[src/design/mvbd_pkg.sv]
// Shared types and constants for the majority-vote button debouncer.
`default_nettype none
package mvbd_pkg;

    localparam int NUM_BUTTONS = 9;
    localparam int PIN_W       = 9;
    localparam int BTN_W       = 4;
    localparam int THR_W       = 8;
    localparam int DMS_W       = 10;
    localparam int CFG_W       = 10;
    localparam int CNT_W       = 9;

    // Button indexes at or above this limit are rejected.
    localparam logic [BTN_W:0] BTN_LIMIT = (BTN_W + 1)'(NUM_BUTTONS);

    // Configuration register indexes.
    localparam logic REG_HALF_WINDOW = 1'b0;
    localparam logic REG_DEBOUNCE_MS = 1'b1;

    localparam logic [THR_W-1:0] THR_RESET = 8'd5;
    localparam logic [DMS_W-1:0] DMS_RESET = 10'd50;

    // Reported button state codes.
    localparam logic [1:0] ST_RELEASED = 2'd0;
    localparam logic [1:0] ST_PRESSED  = 2'd1;
    localparam logic [1:0] ST_UNKNOWN  = 2'd2;

    typedef struct packed {
        logic             start_req;
        logic [BTN_W-1:0] button;
        logic [PIN_W-1:0] pin_levels;
    } in_t;

    typedef struct packed {
        logic       busy_res;
        logic       done_res;
        logic [1:0] button_state;
    } out_t;

endpackage
`default_nettype wire

[src/design/mvbd_engine.sv]
// Debounce state, configuration registers and per-tick step logic.
`default_nettype none
module mvbd_engine (
    input  wire logic                             aclk,
    input  wire logic                             aresetn,
    input  wire logic                             cfg_we,
    input  wire logic                             cfg_addr,
    input  wire logic [mvbd_pkg::CFG_W-1:0]       cfg_wdata,
    input  wire logic                             step,
    input  wire mvbd_pkg::in_t                    item,
    output mvbd_pkg::out_t                        result
);

    typedef enum logic [3:0] {
        PH_IDLE = 4'b0001,
        PH_WIN1 = 4'b0010,
        PH_WAIT = 4'b0100,
        PH_WIN2 = 4'b1000
    } phase_t;

    phase_t                            phase_reg, phase_next, ph_w;
    logic [mvbd_pkg::BTN_W-1:0]        sel_reg, sel_next, sel_w;
    logic [mvbd_pkg::CNT_W-1:0]        sc_reg, sc_next, sc_w, sc_inc;
    logic [mvbd_pkg::CNT_W-1:0]        hc_reg, hc_next, hc_w, hc_inc;
    logic [mvbd_pkg::DMS_W-1:0]        wc_reg, wc_next, wc_w, wc_inc;
    logic                              fv_reg, fv_next;
    logic [mvbd_pkg::THR_W-1:0]        thr_reg, thr_next;
    logic [mvbd_pkg::DMS_W-1:0]        dms_reg, dms_next;

    logic                              go_start, bad_start;
    logic [(2**mvbd_pkg::BTN_W)-1:0]   levels_ext;
    logic                              pin_bit;
    logic [mvbd_pkg::CNT_W-1:0]        win_size, lows;
    logic                              win_end, vote;

    // Config writes
    always_comb begin
        thr_next = thr_reg;
        dms_next = dms_reg;
        if (cfg_we) begin
            case (cfg_addr)
                mvbd_pkg::REG_HALF_WINDOW: thr_next = cfg_wdata[mvbd_pkg::THR_W-1:0];
                mvbd_pkg::REG_DEBOUNCE_MS: dms_next = cfg_wdata[mvbd_pkg::DMS_W-1:0];
                default: ;
            endcase
        end
    end

    assign bad_start = (phase_reg == PH_IDLE) && item.start_req &&
                       ({1'b0, item.button} >= mvbd_pkg::BTN_LIMIT);
    assign go_start  = (phase_reg == PH_IDLE) && item.start_req && !bad_start;

    // Working copy of state after a possible start
    assign ph_w  = go_start ? PH_WIN1 : phase_reg;
    assign sel_w = go_start ? item.button : sel_reg;
    assign sc_w  = go_start ? '0 : sc_reg;
    assign hc_w  = go_start ? '0 : hc_reg;
    assign wc_w  = go_start ? '0 : wc_reg;

    // Pins beyond the field read low
    assign levels_ext = {{((2**mvbd_pkg::BTN_W) - mvbd_pkg::PIN_W){1'b0}}, item.pin_levels};
    assign pin_bit    = levels_ext[sel_w];

    assign sc_inc   = sc_w + 1'b1;
    assign hc_inc   = hc_w + {{(mvbd_pkg::CNT_W-1){1'b0}}, pin_bit};
    assign wc_inc   = wc_w + 1'b1;
    assign win_size = (thr_reg == '0) ? 9'd2 : {thr_reg, 1'b0};
    assign win_end  = (sc_inc >= win_size);
    assign lows     = (sc_inc >= hc_inc) ? (sc_inc - hc_inc) : '0;
    assign vote     = !(hc_inc > lows);    // 1 = pressed, tie votes pressed

    always_comb begin
        phase_next = ph_w;
        sel_next   = sel_w;
        sc_next    = sc_w;
        hc_next    = hc_w;
        wc_next    = wc_w;
        fv_next    = fv_reg;
        result     = '0;
        case (ph_w)
            PH_IDLE: ;
            PH_WIN1: begin
                sc_next = sc_inc;
                hc_next = hc_inc;
                if (win_end) begin
                    fv_next    = vote;
                    sc_next    = '0;
                    hc_next    = '0;
                    wc_next    = '0;
                    phase_next = (dms_reg == '0) ? PH_WIN2 : PH_WAIT;
                end
            end
            PH_WAIT: begin
                wc_next = wc_inc;
                if (wc_inc >= dms_reg) begin
                    phase_next = PH_WIN2;
                end
            end
            PH_WIN2: begin
                sc_next = sc_inc;
                hc_next = hc_inc;
                if (win_end) begin
                    result.done_res     = 1'b1;
                    result.button_state = (vote != fv_reg) ? mvbd_pkg::ST_UNKNOWN :
                                          vote ? mvbd_pkg::ST_PRESSED :
                                                 mvbd_pkg::ST_RELEASED;
                    phase_next = PH_IDLE;
                end
            end
            default: phase_next = PH_IDLE;
        endcase
        result.busy_res = (phase_next != PH_IDLE);
        if (bad_start) begin
            phase_next          = PH_IDLE;
            result.busy_res     = 1'b0;
            result.done_res     = 1'b1;
            result.button_state = mvbd_pkg::ST_UNKNOWN;
        end
    end

    always_ff @(posedge aclk) begin
        if (!aresetn) begin
            phase_reg <= PH_IDLE;
            sel_reg   <= '0;
            sc_reg    <= '0;
            hc_reg    <= '0;
            wc_reg    <= '0;
            fv_reg    <= 1'b0;
            thr_reg   <= mvbd_pkg::THR_RESET;
            dms_reg   <= mvbd_pkg::DMS_RESET;
        end else begin
            thr_reg <= thr_next;
            dms_reg <= dms_next;
            if (step) begin
                phase_reg <= phase_next;
                sel_reg   <= sel_next;
                sc_reg    <= sc_next;
                hc_reg    <= hc_next;
                wc_reg    <= wc_next;
                fv_reg    <= fv_next;
            end
        end
    end

endmodule
`default_nettype wire

[src/design/majority_vote_button_debouncer.sv]
// Top level of the majority-vote button debouncer: request registers around the step engine.
//
//  channel | ports                          | moves
//  --------+--------------------------------+---------------------------------------
//  input   | s_valid s_ready s_data         | one tick request: start, button, pins
//  result  | m_valid m_ready m_data         | one result per request: busy, done, state
//  config  | cfg_we cfg_addr cfg_wdata      | write half_window / debounce_ms
//
//  One request per clock while m_ready drains results; a request sits in the input register,
//  then in the result register. Each request is one step in mvbd_engine (counters and vote).
//  aresetn (synchronous, active low) clears state, the pipe and loads register defaults.
//  A stalled result holds its register; the input register still takes a request
//  whenever it is empty or moving on in the same cycle.
`default_nettype none
module majority_vote_button_debouncer (
    input  wire logic                         aclk,
    input  wire logic                         aresetn,
    input  wire logic                         s_valid,
    output logic                              s_ready,
    input  wire mvbd_pkg::in_t                s_data,
    output logic                              m_valid,
    input  wire logic                         m_ready,
    output mvbd_pkg::out_t                    m_data,
    input  wire logic                         cfg_we,
    input  wire logic                         cfg_addr,
    input  wire logic [mvbd_pkg::CFG_W-1:0]   cfg_wdata
);

    logic            in_valid_reg, in_valid_next;
    mvbd_pkg::in_t   in_data_reg;
    logic            out_valid_reg, out_valid_next;
    mvbd_pkg::out_t  out_data_reg;
    mvbd_pkg::out_t  step_result;
    logic            advance;

    // A request steps the engine when the result register is free or draining.
    assign advance = in_valid_reg && (!out_valid_reg || m_ready);
    assign s_ready = !in_valid_reg || advance;

    always_comb begin
        in_valid_next = in_valid_reg;
        if (s_valid && s_ready) begin
            in_valid_next = 1'b1;
        end else if (advance) begin
            in_valid_next = 1'b0;
        end
        out_valid_next = out_valid_reg;
        if (advance) begin
            out_valid_next = 1'b1;
        end else if (m_ready) begin
            out_valid_next = 1'b0;
        end
    end

    mvbd_engine u_engine (
        .aclk      (aclk),
        .aresetn   (aresetn),
        .cfg_we    (cfg_we),
        .cfg_addr  (cfg_addr),
        .cfg_wdata (cfg_wdata),
        .step      (advance),
        .item      (in_data_reg),
        .result    (step_result)
    );

    always_ff @(posedge aclk) begin
        if (!aresetn) begin
            in_valid_reg  <= 1'b0;
            out_valid_reg <= 1'b0;
        end else begin
            in_valid_reg  <= in_valid_next;
            out_valid_reg <= out_valid_next;
        end
    end

    // Payload registers, no reset needed
    always_ff @(posedge aclk) begin
        if (s_valid && s_ready) begin
            in_data_reg <= s_data;
        end
        if (advance) begin
            out_data_reg <= step_result;
        end
    end

    assign m_valid = out_valid_reg;
    assign m_data  = out_data_reg;

`ifndef SYNTH
    // A finished reading never reports itself still busy.
    a_done_not_busy: assert property (@(posedge aclk) disable iff (!aresetn)
        m_valid |-> !(m_data.done_res && m_data.busy_res))
        else $error("done and busy both set");

    // State field is zero unless a reading finishes.
    a_state_only_on_done: assert property (@(posedge aclk) disable iff (!aresetn)
        (m_valid && !m_data.done_res) |-> (m_data.button_state == mvbd_pkg::ST_RELEASED))
        else $error("button_state set without done");

    // A stepped request always lands in the result register.
    a_step_fills_out: assert property (@(posedge aclk) disable iff (!aresetn)
        advance |=> out_valid_reg)
        else $error("stepped request lost");

    // A blocked request stays put in the input register.
    a_in_hold: assert property (@(posedge aclk) disable iff (!aresetn)
        (in_valid_reg && !advance) |=> (in_valid_reg && $stable(in_data_reg)))
        else $error("blocked request changed");
`endif

endmodule
`default_nettype wire
[config.mk]
export PLATFORM = sky130hd
export DESIGN_NAME = majority_vote_button_debouncer
export DESIGN_NICKNAME = d
export VERILOG_FILES = /design/src/design/mvbd_pkg.sv /design/src/design/mvbd_engine.sv /design/src/design/majority_vote_button_debouncer.sv
export SDC_FILE = /design/constraint.sdc
export NUM_CORES = 1
export LEC_CHECK = 0
export ABC_CLOCK_PERIOD_IN_PS = 7100
export BUFFER_PORTS_ARGS = -buffer_cell sky130_fd_sc_hd__buf_2
export CAP_MARGIN = 20
export CORE_MARGIN = 4
export CORE_UTILIZATION = 41
export CTS_CLUSTER_SIZE = 28
export DETAILED_ROUTE_END_ITERATION = 10
export GPL_TIMING_DRIVEN = 0
export PLACE_DENSITY_LB_ADDON = 0.12
export SLEW_MARGIN = 0
export SYNTH_ARGS = -nofsm -noshare
export SYNTH_HDL_FRONTEND = slang
export SYNTH_SLANG_ARGS = --single-unit
[constraint.sdc]
create_clock -name aclk -period 7.1 [get_ports aclk]
set_clock_uncertainty 0.2 [all_clocks]
set_input_delay 0.355 -clock aclk [delete_from_list [all_inputs] [get_ports aclk]]
set_output_delay 0.355 -clock aclk [all_outputs]
set_load 0.005 [all_outputs]
After elaboration in Yosys (flattened, before gate mapping) --
Cells that the tools add are included.
Cells by class: equal/unequal tests 7, reductions and logical operators 19, bitwise gates (word level) 3, mux-type cells 29, $add $sub $neg 4, order comparisons 6
Operators with widths (count):
- 9-bit 2-to-1 mux | 6
- 9-bit case mux with 2 select lines | 2
- 4-bit 2-to-1 mux | 7
- 10-bit 2-to-1 mux | 2
- 10-bit case mux with 2 select lines | 1
- 9-bit greater-or-equal comparator | 2
- 4-bit case mux with 4 select lines | 1
- 10-bit by 1-bit adder with 10-bit output (second input constant) | 1
- 10-bit greater-or-equal comparator | 1
- 10-bit logical NOT | 1
- 9-bit by 1-bit adder with 9-bit output | 1
- 9-bit by 1-bit adder with 9-bit output (second input constant) | 1
- 9-bit greater-than comparator | 1
- 9-bit subtractor | 1
- 4-bit by 1-bit equality test with 1-bit output (second input constant) | 2
- 8-bit logical NOT | 1
- 1-bit 2-to-1 mux | 6
- 3-bit 2-to-1 mux | 2
- 1-bit logical AND | 5
- 4-bit by 5-bit less-than comparator with 1-bit output (second input constant) | 1
- 1-bit binary-select mux with 4-bit select | 1
- 4-bit by 2-bit equality test with 1-bit output (second input constant) | 1
- 4-bit by 3-bit equality test with 1-bit output (second input constant) | 1
- 4-bit equality test (second input constant) | 1
- other kinds (11) | 19
Storage, ports and cells: word-level logic and storage cells 85, bits in registers 75, input bits 30

Depth between registers and ports, before layout --
Gate-level depths: netlist (run 1).
depth in word-level cells 17, depth in mapped cells 32, gate-level depth less buffers 30

Modules after synthesis --
A second synthesis (run 1) with hierarchy kept.
Second synthesis, totals: cell total of the unflattened synthesis 592, area total of the unflattened synthesis 4986.0 um^2
By module, submodules not included:
- mvbd_engine | times used 1, area an instance 4341.7 um^2, cells each 565
- majority_vote_button_debouncer | times used 1, area an instance 644.4 um^2, cells each 27

Worst setup path after synthesis (run 1) --
Ideal clock, no wire load.
kind register -> register, from register in_data_reg[11] (netlist bit), to register out_data_reg (netlist bit m_data[1]), data pin, library setup time 132 ps, path buffers 2, data arrival time 6338 ps, period minus slack after synthesis 6670 ps, stages on the path, launching flop included 33, slack 430 ps, path through edfxtp_1 -> o31ai_1 -> and3_1 -> buf_6 -> mux2i_1 -> mux4_2 -> mux2i_1 -> a21oi_1 -> ha_1 -> ha_1 -> and3_1 -> xnor2_1 -> nor2_1 -> inv_1 -> ha_1 -> and2_1 -> nand3_1 -> o21ai_0 -> o21ai_1 -> a22oi_1 -> and2_1 -> clkbuf_1 -> nand2_1 -> ha_1 -> a21o_1 -> a21o_1 -> a21oi_1 -> o211ai_1 -> a31o_2 -> a21oi_2 -> nor4b_1 -> a311oi_1 -> nand2_1
Between the ends: cells in the longest elaborated chain, start to end 16, elaborated cells on any way between the ends 23, classes of those cells 3 x add/sub; 4 x order compare; 2 x eq/ne; 10 x mux; 4 x reduce/logical
Ends and longest elaborated chain:
- start, declared | RTL line majority_vote_button_debouncer.sv:30 | mvbd_pkg::in_t in_data_reg;
- start signal, assigned | RTL line majority_vote_button_debouncer.sv:79 | in_data_reg <= s_data;
- 4-bit greater-or-equal comparator | RTL line mvbd_engine.sv:50 | ({1'b0, item.button} >= mvbd_pkg::BTN_LIMIT);
- 1-bit logical AND | RTL line mvbd_engine.sv:49 | assign bad_start = (phase_reg == PH_IDLE) && item.start_req &&
- 1-bit logical NOT | RTL line mvbd_engine.sv:51 | assign go_start = (phase_reg == PH_IDLE) && item.start_req && !bad_start;
- 1-bit logical AND | RTL line mvbd_engine.sv:51
- 4-bit 2-to-1 mux | RTL line mvbd_engine.sv:55 | assign sel_w = go_start ? item.button : sel_reg;
- 1-bit binary-select mux with 4-bit select | RTL line mvbd_engine.sv:62 | assign pin_bit = levels_ext[sel_w];
- 1-bit 2-to-1 mux (implied by the code) | RTL line mvbd_engine.sv:62
- 9-bit by 1-bit adder with 9-bit output | RTL line mvbd_engine.sv:65 | assign hc_inc = hc_w + {{(mvbd_pkg::CNT_W-1){1'b0}}, pin_bit};
- 9-bit subtractor or 9-bit greater-or-equal comparator (tied branches) | RTL line mvbd_engine.sv:69 | assign lows = (sc_inc >= hc_inc) ? (sc_inc - hc_inc) : '0;
- 9-bit 2-to-1 mux | RTL line mvbd_engine.sv:69
- 9-bit greater-than comparator | RTL line mvbd_engine.sv:70 | assign vote = !(hc_inc > lows);
- 1-bit logical NOT | RTL line mvbd_engine.sv:70
- 1-bit inequality test | RTL line mvbd_engine.sv:104 | result.button_state = (vote != fv_reg) ? mvbd_pkg::ST_UNKNOWN :
- 2-bit 2-to-1 mux | RTL line mvbd_engine.sv:104
- 3-bit 2-to-1 mux | RTL line mvbd_engine.sv:102 | if (win_end) begin
- 3-bit 2-to-1 mux | RTL line mvbd_engine.sv:80 | case (ph_w)
- end signal, assigned | RTL line majority_vote_button_debouncer.sv:82 | out_data_reg <= step_result;
- end, declared | RTL line majority_vote_button_debouncer.sv:32 | mvbd_pkg::out_t out_data_reg;
Parallel ways exist; a longest one is shown, timed or not. The select of a mux whose other input is x is not followed. A chain may end at the register's enable or synchronous reset.

Worst setup path after layout (run 1) --
from register in_data_reg[10] (netlist bit), to register out_data_reg (netlist bit m_data[1]), data pin
Same word-level chain as after synthesis.

==> results.toml, run 1 <==
[status]
run_status = "completed"

[clock_network]
clock-sinks = 75
path_clk_slew_ns = 0.06
ctsRootBufferMaster = "clkbuf_16"
numCtsBuffers = 9
cts_tree = "done"
clk_latency_ns = 0.33
htreeDepth = 3
clockBufferDepth = 2

[hold_path]
hp-start = "s_valid"
min_path_type = "in -> reg"
hold_depth = 3
min_to = "in_valid_reg"

[sta]
relSlewSlack_pct = 53.2
worstMarginPinSlew_ns = 0.700
fmax_mhz = 147
min_period_ns = 6.80
setup_viol = 0
finalMaxSlewViolations = 0
rsz0062_at_grt = "no"
finalHoldViolCount = 0
setup_slack_ns = 0.295
post-route-period-util_pct = 95.8

[placement]
place_congestion = 0.838
postPlaceCellArea_um2 = 5020
dp_cells = 723
pre_cts_ws_ns = -0.799
post-dp-hpwl_um = 9250
portBuffers = 35

[detailed_routing]
wirelength_um = 12100
drt-wirelength-per-cell_um = 15.9
postRouteAntennaNets = 0
drc = 0
num_vias = 4246
via_per_inst = 5.59
drtIter0Drc = 247
first_pass_iters = 5

[synth]
synth_cells = 547
synth_xor_area_share_pct = 4.48
synth_warnings = 0
netlist.area_leader.share_pct = 24.5
syn-cell-area_um2 = 4670
synthAdderAreaFrac_pct = 10.1
synth-simple-area-share_pct = 20.8
synthArstFlopShare_pct = 0
yosys_register_bits = 75
syn_nets = 614
synth_edf_count = 18
synth-main-ff-cell = "dfxtp_1"
synthMuxAreaShare_pct = 2.04
seq_area_frac_synth_pct = 36.0
synth_area_leaders = "dfxtp_1 24%, edfxtp_1 12%, ha_1 9.7%"
yosys.area.top_type = "dfxtp_1"
synth_compound_area_share_pct = 22.0
synth_cell_type_count = 63
synth_area_per_cell_um2 = 8.53
synth_top_family_by_area = "compound AO/OA/AOI/OAI gates"

[global_route]
grt_overflow = 0
antenna_found_initial = 0
grtUsageTotal_pct = 19.0
grt_pass1_wl_um = 19900
grt_max_degree = 15
grt_pass1_vias = 4049

[critical_path]
ff2ff_path_depth = 31
start_kind = "register"
slowest_delay_ns = 0.54
critPathArrivalTime_ns = 6.69
worstSetupPathType = "reg -> reg"
crit_fanout = 7
reg2reg_slack_ns = 0.30
cp-end-kind = "register"
rr_startpoint = "in_data_reg[10]"
cp_slowest_cell = "mux4_2"
reg2reg_to = "m_data[1]"
cp.required_ns = 6.99

[die]
die-area_um2 = 13200
die_y_um = 115
core_um2 = 11000
rows = 38
die-width_um = 115
ios = 36
initial_core_util_pct = 42.5

[cells_and_area]
post-route-util_pct = 51.3
insertedDiodeCount = 0
num-fill-cells = 1045
area_delta_synth_final_pct = 20.7
final_nets = 681
finish.instance_area_um2 = 5630
largest_reg_flops = 14
drive_gt1_share_pct = 15.5
layout.cells.non_filler = 759

[power]
p_per_area_nw_per_um2 = 195
power.static_leakage_nw = 2.22
peakVddDrop_v = 0.000124

[run]
drv_cap = 0
per-layer routing:
metal | wire length, µm | vias up | global-route usage, %
met5 | 0 | - | 0
met4 | 235 | 0 | 6.73
met3 | 459 | 17 | 2.48
met2 | 5840 | 93 | 31.6
met1 | 5570 | 2020 | 25.3
li1 | - | 2116 | -
cells by family (layout without fill, tap and decap cells):
kind of cell,after synthesis,count (layout)
and+or+nand+nor,208,208
AOI/OAI and AO/OA,143,143
DFF,75,75
buffers and inverters,54,126
adders and majority gates,37,37
xor gates and xnor gates,23,23
muxes,7,7
cells in the final DEF (no fill, tap or decap), drive strengths merged, types with 4 or more instances in the layout:
cell         Yosys  layout
nand3           25      25
dfxtp           57      57
a21oi           34      34
nor2            66      66
edfxtp          18      18
buf              2      45
a211oi           4       4
ha              36      36
mux2i            5       5
nand2           63      63
inv             36      36
a21o             5       5
xor2            14      14
o21a             6       6
clkinv           1       4
a311oi           5       5
nor2b            5       5
and3             5       5
nand2b           7       7
o21ai           27      27
dlygate4sd3      0      14
xnor2            9       9
o211ai          12      12
nand4            6       6
nor3             7       7
nor4             4       4
a22oi           28      28
and2            11      11
clkbuf          15      23
report_power, final:
part	internal, mW	switching [mW]
registers	0.453	0.00928
logic	0.0663	0.0899
clock network	0.306	0.175
total	0.825	0.275
stage by stage:
step           hold WS (ns)  setup TNS (ns)  total power [mW]
3_3_place_gp          0.248           -1.51             0.602
5_1_grt              0.0478               0              1.15
6_report             0.0474               0              1.10
3_5_place_dp          0.251           -1.84             0.606
4_1_cts              0.0354               0              1.10
2_1_floorplan         0.227               0             0.561
critical path: cells and delay by family, from the launching register on:
family	cells	cell delay [ns]
compound gates	10	1.79
xor+xnor	1	0.07
simple gates	11	1.80
flops	1	0.43
mux	3	0.99
fa+ha+maj	4	1.07
buf+inv	2	0.20
cells in the mapped netlist (all sizes together), types with 7 or more instances:
master  number
and2        11
nor3         7
nand3       25
dfxtp       57
o211ai      12
nand2b       7
nand2       63
a22oi       28
nor2        66
o21ai       27
xor2        14
ha          36
edfxtp      18
a21oi       34
xnor2        9
clkbuf      15
inv         36
worst max path at each step:
stage	startpoint	to	slack, ns	depth (start not counted)
final	in_data_reg[10]	m_data[1]	0.30	31
after global routing	in_data_reg[10]	m_data[1]	0.01	30
after CTS	in_data_reg[11]	m_data[1]	0.01	28
after detailed placement	in_data_reg[11]	m_data[1]	-0.80	32
after global placement	in_data_reg[11]	m_data[1]	-0.64	32
after floorplan	in_data_reg[11]	m_data[1]	0.43	32
cell type report:
type,instances,area [µm²],share of cell area [%]
buffer,16,70.1,1.24
clock buffer,9,225,4.00
clock inverter,7,92.6,1.64
inverter,37,139,2.47
multi-input combinational,418,2870,51.0
sequential,75,1680,29.9
tap,140,175,3.11
timing repair buffer,57,375,6.67
what timing repair did:
item                       4_1_cts  5_1_grt
pin swaps                        1       11
setup endpoints to repair        3        3
resized for setup               10       14
hold endpoints to repair        14        0
hold buffers                    14        0
buffers inserted                 1        6
Note: power is estimated with default switching activity, not from simulation.
==> inputs of run 2 (changes only) <==
Settings changed: CORE_UTILIZATION 41 to 55.
==> run 2 against run 1 <==
First-iteration DRC count is 8.9% lower. Critical endpoint unchanged. Via count decreased by 0.47%. Die area decreased by 24%. Count of clock-buffer cells in the layout unchanged. Worst setup slack improved by 0.033 ns. Global-route usage increased by 4.9 points. Core utilization increased by 15 points. Total power is 14% lower.
==> results.toml, run 2 (synthesis gave the netlist of run 1 again) <==
[status]
run_status = "completed"

[placement]
pre_cts_ws_ns = -0.562
postPlaceCellArea_um2 = 4980
portBuffers = 35
dp_cells = 688
post-dp-hpwl_um = 8590
place_congestion = 0.859

[cells_and_area]
finish.instance_area_um2 = 5460
layout_common_cells = "63 x nand2_1, 63 x nor2_1, 57 x dfxtp_1"
largest_reg_flops = 14
drive_gt1_share_pct = 14.9
insertedDiodeCount = 0
area_delta_synth_final_pct = 16.9
final_nets = 679
layout.cells.non_filler = 722

[die]
die-width_um = 100
die-area_um2 = 10000
rows = 33
ios = 36
initial_core_util_pct = 56.8
core_um2 = 8220
die_y_um = 100

[detailed_routing]
drt-wirelength-per-cell_um = 16.0
via_per_inst = 5.85
drc = 0
num_vias = 4226
postRouteAntennaNets = 0
drtIter0Drc = 225
first_pass_iters = 5
wirelength_um = 11600

[global_route]
grt_pass1_wl_um = 19100
grt_overflow = 0
grt_pass1_vias = 4114
grtUsageTotal_pct = 23.9
antenna_found_initial = 0
grt_max_degree = 15

[hold_path]
min_path_type = "in -> reg"
hold_depth = 3

[critical_path]
crit_fanout = 4
slowest_delay_ns = 0.54
cp-end-kind = "register"
critPathArrivalTime_ns = 6.68
start_kind = "register"
ff2ff_path_depth = 29
cp.required_ns = 7.01
cp_slowest_cell = "mux4_2"
worstSetupPathType = "reg -> reg"

[sta]
fin_tns_setup_ns = 0
post-route-period-util_pct = 95.4
min_period_ns = 6.77
relSlewSlack_pct = 52.7
rsz0062_at_grt = "no"
finalMaxSlewViolations = 0
fin_hold_ws_ns = 0.0202
setup_viol = 0
setup_slack_ns = 0.328
worstMarginPinSlew_ns = 0.707
finalHoldViolCount = 0
fmax_mhz = 148

[clock_network]
cts_tree = "done"
clock-sinks = 75
path_clk_slew_ns = 0.09
ctsRootBufferMaster = "clkbuf_8"
numCtsBuffers = 9
htreeDepth = 3
clockBufferDepth = 2
clk_latency_ns = 0.35

[power]
peakVddDrop_v = 0.000145
power.static_leakage_nw = 2.17
p_per_area_nw_per_um2 = 174

[run]
drv_cap = 0
run 2: cell count changes in the layout (fill, tap and decap cells not counted), sizes merged:
cell      previous run  this run
buf                 45        43
bufinv               2         1
clkinv               4         5
clkinvlp             2         0
inv                 36        38
run 2: final timing paths:
| check | start | to | slack (ns) |
|---|---|---|---|
| worst max register to register | in_data_reg[10] | m_data[1] | 0.33 |
| worst max-delay path | in_data_reg[10] | m_data[1] | 0.33 |
| worst min register to register | u_engine.thr_reg[1] | u_engine.thr_reg[1] | 0.26 |
| worst min-delay path | s_valid | in_valid_reg | 0.02 |
run 2: what timing repair did:
action	4_1_cts	5_1_grt
buffers inserted	2	3
hold endpoints to repair	14	0
gates cloned	0	0
resized for setup	7	16
endpoints found under the setup margin	3	3
hold buffers	14	0
pin swaps	1	5
run 2: per-layer routing:
layer / track usage (%) / share of wire (%) / vias up
met1: 29.8 / 44 / 1980
met2: 40.1 / 49 / 119
met5: 0 / 0 / -
met3: 4.10 / 5.0 / 24
met4: 11.7 / 2.7 / 0
li1: - / - / 2103
run 2: area by class of cell:
type | instances | area [µm²]
repair buffers | 55 | 358
plain buffers | 16 | 70.1
inverters | 37 | 139
clock inverters | 7 | 76.3
fillers | 679 | 2760
flip-flops and latches | 75 | 1680
well taps | 105 | 131
multi-input cells | 418 | 2880
clock buffers | 9 | 124
run 2: worst max-delay path: cells and delay by family (launching register included):
kind            cells  cell delay [ns]
fa+ha+maj           4             1.18
simple gates        7             0.85
buf+inv             3             0.26
mux                 3             0.99
flops               1             0.43
compound gates     11             2.36
xor+xnor            1             0.25
run 2: where the power goes:
| part | switching (mW) | internal, mW | total [mW] |
|---|---|---|---|
| Clock | 0.169 | 0.165 | 0.334 |
| Combinational | 0.0893 | 0.0645 | 0.154 |
| Sequential | 0.00918 | 0.452 | 0.461 |
run 2: per-stage QoR:
step	util (%)	power, mW
4_1_cts	65.3	0.944
5_1_grt	66.4	0.993
6_report	66.4	0.949
3_3_place_gp	60.5	0.598
2_1_floorplan	-	0.561
3_5_place_dp	60.6	0.603
